## config.mk

```make
export PLATFORM = sky130hd
export DESIGN_NAME = tree_leaf_count_per_level
export DESIGN_NICKNAME = d
export VERILOG_FILES = /design/src/design/tlcpl_pkg.sv /design/src/design/tree_leaf_count_per_level.sv /design/src/design/tlcpl_ram.sv
export VERILOG_INCLUDE_DIRS = /design/src /design/src/design
export SDC_FILE = /design/constraint.sdc
export NUM_CORES = 2
export LEC_CHECK = 0
export CAP_MARGIN = 20
export CORE_UTILIZATION = 51
export DETAILED_ROUTE_END_ITERATION = 7
export DONT_BUFFER_PORTS = 1
export GPL_TIMING_DRIVEN = 0
export PLACE_DENSITY = 0.69
export REMOVE_ABC_BUFFERS = 1
export SKIP_LAST_GASP = 1
export SLEW_MARGIN = 20
export SYNTH_ARGS = -nofsm -noshare
export SYNTH_HDL_FRONTEND = slang
export SYNTH_HIERARCHICAL = 1
export SYNTH_SLANG_ARGS = --single-unit
```

## constraint.sdc

```tcl
create_clock -name clk -period 9.7 [get_ports clk]
set_clock_uncertainty 0.2 [all_clocks]
set_input_delay 1.455 -clock clk [delete_from_list [all_inputs] [get_ports clk]]
set_output_delay 1.455 -clock clk [all_outputs]
set_load 0.02 [all_outputs]
```

## src/design/tree_leaf_count_per_level_assert.svh

```systemverilog
// Assertion macros for the RTL of the leaf counter.
`ifndef TREE_LEAF_COUNT_PER_LEVEL_ASSERT_SVH
`define TREE_LEAF_COUNT_PER_LEVEL_ASSERT_SVH
`ifndef SYNTH
// Same-cycle implication, checked on every rising edge outside reset.
`define TLCPL_ASSERT(label, ante, cons, msg) \
  label: assert property (@(posedge clk) disable iff (rst) (ante) |-> (cons)) \
    else $error(msg);
// Next-cycle implication.
`define TLCPL_ASSERT_NEXT(label, ante, cons, msg) \
  label: assert property (@(posedge clk) disable iff (rst) (ante) |=> (cons)) \
    else $error(msg);
`else
`define TLCPL_ASSERT(label, ante, cons, msg)
`define TLCPL_ASSERT_NEXT(label, ante, cons, msg)
`endif
`endif

```

## src/design/tlcpl_pkg.sv

```systemverilog
`timescale 1ns / 1ps
`default_nettype none

package tlcpl_pkg;

  localparam int ID_PORT_W = 6;
  localparam int RES_W     = 7;
  localparam int PC_W      = 4;

  // Operation codes of an input word.
  localparam logic OP_EDGE  = 1'b0;
  localparam logic OP_COUNT = 1'b1;

  typedef logic [PC_W-1:0] pc_t;

  // Microprogram step addresses.
  localparam pc_t S_IN       = 4'd0;
  localparam pc_t S_DISPATCH = 4'd1;
  localparam pc_t S_EDGE_RD  = 4'd2;
  localparam pc_t S_EDGE_WR  = 4'd3;
  localparam pc_t S_INIT     = 4'd4;
  localparam pc_t S_POP      = 4'd5;
  localparam pc_t S_FETCH    = 4'd6;
  localparam pc_t S_LVL      = 4'd7;
  localparam pc_t S_EMIT     = 4'd8;
  localparam pc_t S_TALLY    = 4'd9;
  localparam pc_t S_CHILD    = 4'd10;
  localparam pc_t S_SIB      = 4'd11;
  localparam pc_t S_FINAL    = 4'd12;

  typedef enum logic [2:0] {
    C_NEXT,
    C_ALWAYS,
    C_OP_COUNT,
    C_BAD,
    C_Q_EMPTY,
    C_LVL_SAME,
    C_CHILD_DONE
  } cond_t;

  typedef struct packed {
    logic  hold_in;
    logic  hold_out;
    logic  fc_rd_par;
    logic  edge_wr;
    logic  init;
    logic  q_rd;
    logic  fc_rd_node;
    logic  take_child;
    logic  child_push;
    logic  sib_load;
    logic  emit;
    logic  emit_last;
    logic  clr;
    cond_t cond;
    pc_t   target;
  } ctl_t;

  // Control store: the jump is taken when the condition holds, else the
  // step counter advances by one.
  function automatic ctl_t ucode(input pc_t pc);
    ctl_t w;
    w = '0;
    w.cond = C_NEXT;
    w.target = S_IN;
    unique case (pc)
      S_IN: begin
        w.hold_in = 1'b1;
      end
      S_DISPATCH: begin
        w.cond = C_OP_COUNT;
        w.target = S_INIT;
      end
      S_EDGE_RD: begin
        w.fc_rd_par = 1'b1;
        w.cond = C_BAD;
        w.target = S_IN;
      end
      S_EDGE_WR: begin
        w.edge_wr = 1'b1;
        w.cond = C_ALWAYS;
        w.target = S_IN;
      end
      S_INIT: begin
        w.init = 1'b1;
      end
      S_POP: begin
        w.q_rd = 1'b1;
        w.cond = C_Q_EMPTY;
        w.target = S_FINAL;
      end
      S_FETCH: begin
        w.fc_rd_node = 1'b1;
      end
      S_LVL: begin
        w.cond = C_LVL_SAME;
        w.target = S_TALLY;
      end
      S_EMIT: begin
        w.hold_out = 1'b1;
        w.emit = 1'b1;
      end
      S_TALLY: begin
        w.take_child = 1'b1;
      end
      S_CHILD: begin
        w.child_push = 1'b1;
        w.cond = C_CHILD_DONE;
        w.target = S_POP;
      end
      S_SIB: begin
        w.sib_load = 1'b1;
        w.cond = C_ALWAYS;
        w.target = S_CHILD;
      end
      S_FINAL: begin
        w.hold_out = 1'b1;
        w.emit = 1'b1;
        w.emit_last = 1'b1;
        w.clr = 1'b1;
        w.cond = C_ALWAYS;
        w.target = S_IN;
      end
      default: begin
        w.cond = C_ALWAYS;
        w.target = S_IN;
      end
    endcase
    return w;
  endfunction

endpackage

`default_nettype wire

```

## src/design/tree_leaf_count_per_level.sv

```systemverilog
// Breadth-first leaf counter for a rooted tree.
// Input channel (in_valid/in_ready): each word is either an edge
// (operation 0, parent_id, child_id) or a count command (operation 1).
// Edges with an id of zero or not below MAX_NODES are dropped. A word is
// taken only while the microsequencer sits at its fetch step.
// After an edge is accepted, the sequencer does one first-child table
// read, then the two table writes, before the next word can be taken.
// A count command walks the tree from node 1 and sends one output word per
// level (leaf_count, level_number, last set on the deepest level). Each node
// passes the pop, fetch, level, tally and child steps, plus a queue write
// and a next-sibling read per child enqueued and an emit step per level
// change. Throughput is set by the single-port sequencing through the
// table and queue memories.
// The output word sits in a register; while the receiver stalls the
// sequencer waits at its emit step. Edges may be loaded while the final word
// of a count is still waiting.
// After a count the tables read as empty again at once (valid bits cleared).
// Reset (synchronous) empties the tables and returns to the fetch step; no
// clearing pass is needed.
`timescale 1ns / 1ps
`default_nettype none
`include "tree_leaf_count_per_level_assert.svh"

module tree_leaf_count_per_level
  import tlcpl_pkg::*;
#(
  parameter int MAX_NODES = 64
) (
  input  wire logic                 clk,
  input  wire logic                 rst,
  input  wire logic                 in_valid,
  output logic                      in_ready,
  input  wire logic                 operation,
  input  wire logic [ID_PORT_W-1:0] parent_id,
  input  wire logic [ID_PORT_W-1:0] child_id,
  output logic                      out_valid,
  input  wire logic                 out_ready,
  output logic      [RES_W-1:0]     leaf_count,
  output logic      [RES_W-1:0]     level_number,
  output logic                      last
);

  localparam int ID_W  = $clog2(MAX_NODES);
  localparam int CNT_W = $clog2(MAX_NODES + 1);
  localparam int QW    = ID_W + CNT_W;
  localparam logic [CNT_W-1:0] MAX_CNT = CNT_W'(MAX_NODES);

  pc_t  pc;
  pc_t  pc_next;
  ctl_t ctl;
  logic go;
  logic jump;
  logic out_free;
  logic emit_fire;

  logic                 op_reg;
  logic [ID_PORT_W-1:0] par_reg;
  logic [ID_PORT_W-1:0] chi_reg;
  logic                 bad;

  logic [CNT_W-1:0] head;
  logic [CNT_W-1:0] tail;
  logic [CNT_W-1:0] cur_level;
  logic [CNT_W-1:0] tally;
  logic [CNT_W-1:0] lvl_reg;
  logic [ID_W-1:0]  c_reg;
  logic             q_empty;
  logic             child_done;

  logic [MAX_NODES-1:0] fc_vld;
  logic [MAX_NODES-1:0] ns_vld;
  logic                 fc_vld_q;
  logic                 ns_vld_q;

  logic            fc_rd;
  logic [ID_W-1:0] fc_addr;
  logic [ID_W-1:0] fc_q;
  logic [ID_W-1:0] fc_eff;
  logic            fc_wr;
  logic            ns_rd;
  logic [ID_W-1:0] ns_q;
  logic [ID_W-1:0] ns_eff;
  logic            q_wr;
  logic            q_rd;
  logic [ID_W-1:0] q_waddr;
  logic [QW-1:0]   q_wdata;
  logic [QW-1:0]   q_rdata;
  logic [ID_W-1:0] q_node;
  logic [CNT_W-1:0] q_lvl;
  logic            push;

  // Sequencer.
  assign ctl      = ucode(pc);
  assign in_ready = ctl.hold_in;
  assign out_free = !out_valid || out_ready;
  assign go       = (!ctl.hold_in || in_valid) && (!ctl.hold_out || out_free);
  assign emit_fire = ctl.emit && go;

  assign bad = (par_reg == '0) || (chi_reg == '0) ||
               ({1'b0, par_reg} >= RES_W'(MAX_NODES)) ||
               ({1'b0, chi_reg} >= RES_W'(MAX_NODES));
  assign q_empty    = (head == tail);
  assign child_done = (c_reg == '0) || (tail == MAX_CNT);

  always_comb begin
    unique case (ctl.cond)
      C_NEXT:       jump = 1'b0;
      C_ALWAYS:     jump = 1'b1;
      C_OP_COUNT:   jump = (op_reg == OP_COUNT);
      C_BAD:        jump = bad;
      C_Q_EMPTY:    jump = q_empty;
      C_LVL_SAME:   jump = (lvl_reg == cur_level);
      C_CHILD_DONE: jump = child_done;
      default:      jump = 1'b0;
    endcase
  end

  always_comb begin
    if (!go) begin
      pc_next = pc;
    end else if (jump) begin
      pc_next = ctl.target;
    end else begin
      pc_next = pc + PC_W'(1);
    end
  end

  // Memory ports. Table entries never written since the last count read as
  // zero through the valid bits.
  assign fc_eff = fc_vld_q ? fc_q : '0;
  assign ns_eff = ns_vld_q ? ns_q : '0;
  assign q_node = q_rdata[QW-1:CNT_W];
  assign q_lvl  = q_rdata[CNT_W-1:0];

  assign fc_rd   = go && ((ctl.fc_rd_par && !bad) || ctl.fc_rd_node);
  assign fc_addr = ctl.fc_rd_node ? q_node : par_reg[ID_W-1:0];
  assign fc_wr   = go && ctl.edge_wr;
  assign push    = go && ctl.child_push && !child_done;
  assign ns_rd   = push;
  assign q_rd    = go && ctl.q_rd && !q_empty;
  assign q_wr    = (go && ctl.init) || push;
  assign q_waddr = ctl.init ? '0 : tail[ID_W-1:0];
  assign q_wdata = ctl.init ? {ID_W'(1), CNT_W'(1)} : {c_reg, lvl_reg + CNT_W'(1)};

  tlcpl_ram #(.WIDTH(ID_W), .DEPTH(MAX_NODES)) u_fc_ram (
    .clk     (clk),
    .wr_en   (fc_wr),
    .wr_addr (par_reg[ID_W-1:0]),
    .wr_data (chi_reg[ID_W-1:0]),
    .rd_en   (fc_rd),
    .rd_addr (fc_addr),
    .rd_data (fc_q)
  );

  tlcpl_ram #(.WIDTH(ID_W), .DEPTH(MAX_NODES)) u_ns_ram (
    .clk     (clk),
    .wr_en   (fc_wr),
    .wr_addr (chi_reg[ID_W-1:0]),
    .wr_data (fc_eff),
    .rd_en   (ns_rd),
    .rd_addr (c_reg),
    .rd_data (ns_q)
  );

  tlcpl_ram #(.WIDTH(QW), .DEPTH(MAX_NODES)) u_q_ram (
    .clk     (clk),
    .wr_en   (q_wr),
    .wr_addr (q_waddr),
    .wr_data (q_wdata),
    .rd_en   (q_rd),
    .rd_addr (head[ID_W-1:0]),
    .rd_data (q_rdata)
  );

  // Control state.
  always_ff @(posedge clk) begin
    if (rst) begin
      pc        <= S_IN;
      fc_vld    <= '0;
      ns_vld    <= '0;
      out_valid <= 1'b0;
      head      <= '0;
      tail      <= '0;
      cur_level <= CNT_W'(1);
      tally     <= '0;
    end else begin
      pc <= pc_next;
      if (fc_wr) begin
        fc_vld[par_reg[ID_W-1:0]] <= 1'b1;
        ns_vld[chi_reg[ID_W-1:0]] <= 1'b1;
      end
      if (go && ctl.clr) begin
        fc_vld <= '0;
        ns_vld <= '0;
      end
      if (emit_fire) begin
        out_valid <= 1'b1;
      end else if (out_ready) begin
        out_valid <= 1'b0;
      end
      if (go && ctl.init) begin
        head      <= '0;
        tail      <= CNT_W'(1);
        cur_level <= CNT_W'(1);
        tally     <= '0;
      end
      if (q_rd) begin
        head <= head + CNT_W'(1);
      end
      if (push) begin
        tail <= tail + CNT_W'(1);
      end
      if (emit_fire && !ctl.emit_last) begin
        cur_level <= cur_level + CNT_W'(1);
        tally     <= '0;
      end
      if (go && ctl.take_child && (fc_eff == '0)) begin
        tally <= tally + CNT_W'(1);
      end
    end
  end

  // Datapath registers.
  always_ff @(posedge clk) begin
    if (in_valid && in_ready) begin
      op_reg  <= operation;
      par_reg <= parent_id;
      chi_reg <= child_id;
    end
    if (fc_rd) begin
      fc_vld_q <= fc_vld[fc_addr];
    end
    if (ns_rd) begin
      ns_vld_q <= ns_vld[c_reg];
    end
    if (go && ctl.fc_rd_node) begin
      lvl_reg <= q_lvl;
    end
    if (go && ctl.take_child) begin
      c_reg <= fc_eff;
    end
    if (go && ctl.sib_load) begin
      c_reg <= ns_eff;
    end
    if (emit_fire) begin
      leaf_count   <= RES_W'(tally);
      level_number <= RES_W'(cur_level);
      last         <= ctl.emit_last;
    end
  end

  `TLCPL_ASSERT(a_head_le_tail, 1'b1, head <= tail, "queue head passed tail")
  `TLCPL_ASSERT(a_tail_bound, 1'b1, tail <= MAX_CNT, "queue tail beyond depth")
  `TLCPL_ASSERT(a_emit_free, emit_fire, !out_valid || out_ready, "output word overwritten")
  `TLCPL_ASSERT_NEXT(a_clear_after_count, emit_fire && ctl.emit_last, (fc_vld == '0) && (ns_vld == '0), "tables not cleared after count")

endmodule

`default_nettype wire

```

## src/design/tlcpl_ram.sv

```systemverilog
`timescale 1ns / 1ps
`default_nettype none

module tlcpl_ram #(
  parameter int WIDTH = 8,
  parameter int DEPTH = 64
) (
  input  wire logic                     clk,
  input  wire logic                     wr_en,
  input  wire logic [$clog2(DEPTH)-1:0] wr_addr,
  input  wire logic [WIDTH-1:0]         wr_data,
  input  wire logic                     rd_en,
  input  wire logic [$clog2(DEPTH)-1:0] rd_addr,
  output logic      [WIDTH-1:0]         rd_data
);

  logic [WIDTH-1:0] mem [DEPTH];

  always_ff @(posedge clk) begin
    if (wr_en) begin
      mem[wr_addr] <= wr_data;
    end
    // The read word holds until the next read.
    if (rd_en) begin
      rd_data <= mem[rd_addr];
    end
  end

endmodule

`default_nettype wire

```

==> impl_results.md <==
- Status: finished clean
- Final Instance Area: roughly 0.082 sq mm
- DRC: 0
- Hold path startpoint: u_q_ram/rd_data[0]$_DFFE_PP_
- Initial DRC Count: just under 4,000
- Vias per cell: between 6 and 7
- Sink Count: ~1,800
- Largest area contributor in the netlist: edfxtp_1
- Commonest non-fill, non-tap cell in the layout: edfxtp_1
- Root Buffer: clkbuf_16
- Synth area leaders: edfxtp_1 (69%), mux4_2 (13%), dfxtp_1 (4.5%)
- Clk_lat worst skew: 810 ps
- Fin crit period: between 5000 and 6000 ps
- Worst vdd ir: approximately 190 uV
- R2r setup slk: between 4000 and 5000 ps
- GRT Total Usage: between 20% and 30%
- IO Count: 34
- Post-DRT Antenna Nets: 0
- Mapped Area: between 0.07 and 0.08 sq mm
- Warnings, synthesis: 6
- Leading cell types in the layout, fill and taps excluded: edfxtp_1 (1,668), mux4_2 (418), nor2_1 (324), a21oi_1 (185), clkbuf_16 (184)
- GRT overflow: 0
- Clock Pin Slew Worst Setup and Hold Paths: around 60 ps
- Register Area: 0.0533 sq mm
- Die Height: 379 um
- Ys async rst share: 0%
- Htree depth: 4
- Final Cycle Share: 57.7%
- Post-synthesis sequential area ratio: around 74%
- Die area: roughly 0.14 sq mm
- Fraction of layout cells with a size suffix above 1: 23.6%
- Total wire length: roughly 160 mm
- Final Hold Viols: 0
- Max-Cap Viols: 0
- Critical path fanouts, max: 14
- HPWL Detailed: about 100 mm
- FF-to-FF End: u_q_ram/mem[46][6]$_DFFE_PP_
- CTS Hold Bufs: 0
- Syn avg cell area: 18.8 sq um
- Slew Viols, Final: 0
- LEAKAGE: about 0.025 uW
- Drt wl/cell: about 27 um
- Initial core utilization: approximately half
- Post-CTS Setup Bufs: 0
- Yosys top cell area share: ~70%
- CTS resizes: 0
- # port buffers: 0
- Area Growth Syn to Fin: 13.2%
- Final worst slack: 4100 ps
- Worst hold path stage count: 0
- Placer Congestion: around 0.83
- Class of the tightest hold or removal check: flop to flop
- Largest register FFs: around 830
- Post-synth EDFFs: about 1,700
- Final std cells w/o fill: 5,965
- Vias: 37,000
- Unique masters post-synth: 76
- Vias in the first global route: ~37,000
- Hold-critical path endpoint: lvl_reg[0]$_DFFE_PP_
- WP data required: around 9900 ps
- Multi-input logic area: around 0.018 sq mm
- CTS tree: yes
- Slew HR: between 10% and 20%
- Reg2reg path depth: 13
- Core area: approximately 0.14 sq mm
- Cell row count: 137
- Dpl ws: around 4000 ps
- Nets: ~4,000
- Reg with most FFs: u_q_ram/mem
- TritonRoute pass-1 iters: 8
- Setup crit start kind: flop
- Largest regs: u_q_ram/mem (832), u_fc_ram/mem (384), u_ns_ram/mem (384)
- Die Width: approximately 380 um
- Yosys reg bits: 1,829
- Ys flop type: edfxtp_1
- Critical path class: flop to flop
- Achievable frequency: between 0.15 and 0.2 GHz
- Worst path arrival time: between 5000 and 6000 ps
- Measured slew at the worst slew-check pin: about 1300 ps
- Initial antenna violation count: 0
- Largest net degree at the start of global routing: between 60 and 70
- Filler cells: between 10,000 and 15,000
- Placed cell area: 0.0760 sq mm
- Power per cell area: 224 mW/mm^2
- Worst r2r src: c_reg[1]$_DFFE_PP_
- RSZ-0062 raised after global routing: no
- Clock buffer depth: 3
- Setup violations, final: 0
- Post-Synthesis Cells: 3,852
- CTS buffer count: 181
- Placed insts: ~5,600
- Worst setup EP type: flop
- First-pass GRT wire length: 241 mm
## cells by family after synthesis
logic type	Yosys count	share of synthesized area (%)
compound gates	446	3.98
xor+xnor	19	0.230
fa+ha+maj	11	0.187
buf+inv	256	1.88
flops	1829	73.7
mux	544	15.1
simple gates	747	4.92
## worst max-delay path by stage
stage                          from                             to  slack (ps)
6_report         c_reg[1]$_DFFE_PP_   u_q_ram/mem[46][6]$_DFFE_PP_        4100
3_3_place_gp   head[0]$_SDFFE_PP0P_   u_q_ram/rd_data[9]$_DFFE_PP_       -5400
2_1_floorplan  head[0]$_SDFFE_PP0P_   u_q_ram/rd_data[9]$_DFFE_PP_        -680
3_5_place_dp              out_ready  u_q_ram/mem[46][12]$_DFFE_PP_        3990
4_1_cts          c_reg[1]$_DFFE_PP_   u_q_ram/mem[46][7]$_DFFE_PP_        4160
5_1_grt          c_reg[1]$_DFFE_PP_   u_q_ram/mem[46][5]$_DFFE_PP_        3870
## per-layer routing
metal	up-vias	part of all wire [%]	track usage [%]	wire length (um)
li1	15800	-	-	-
met1	19400	40	31.6	65300
met2	1557	50	37.2	80400
met3	290	7.4	3.96	12000
met4	0	2.8	7.15	4590
met5	-	0	0	0
## synthesized netlist by cell type, types with 9 or more instances
cell	instances
mux2i_1	81
clkbuf_1	101
ha_1	10
and3_1	12
a22oi_1	16
nor2_1	392
a211oi_1	50
o22ai_1	27
nand2b_1	20
nand2_1	66
nor3b_1	13
dfxtp_1	161
mux4_2	418
mux2_2	33
nor2b_1	49
xor2_1	18
a21oi_1	187
o21ai_0	32
nand3_1	51
mux4_1	12
o21ai_1	19
edfxtp_1	1668
and2_1	28
or3_1	9
a221oi_1	11
o31ai_1	9
o22a_1	13
inv_1	34
buf_2	61
buf_6	20
nand3b_1	20
buf_4	23
nor3_1	33
and3b_1	11
o221ai_1	37
## stage by stage
stage                     setup TNS, ps  util, %  hold slack (ps)  power (uW)
after floorplan                   -8930        -              200       10700
after global placement         -1177690     52.4              204       11600
after detailed placement              0     54.3              205       11700
after CTS                             0     58.4              214       18500
after global routing                  0     58.4              219       18900
final                                 0     58.4              219       18400
## critical path: stages, from the launching register on
cell	delay (ps)
edfxtp_1	690
buf_8	230
buf_8	160
buf_8	180
buf_8	180
nor4_1	90
a22oi_1	330
nand3_1	340
clkinv_1	460
nor2_1	240
inv_1	350
nor2b_1	280
nand3_1	500
nor2_2	960
## where the power goes
group,switching (uW),internal [uW],leakage (uW)
Combinational,1480,826,0.00612
Sequential,183,9070,0.0164
Clock,2930,3870,0.00286
Total,4590,13800,0.0253
## final cells by class
cell class / count / area share (%)
clock inverter: 110 / 1.21
tap: 1876 / 2.87
sequential: 1829 / 65.2
antenna: 1 / 0.00306
inverter: 38 / 0.190
timing repair buffer: 122 / 2.81
multi-input combinational: 1767 / 21.9
clock buffer: 222 / 5.85
Note: power is estimated with default switching activity, not from simulation.
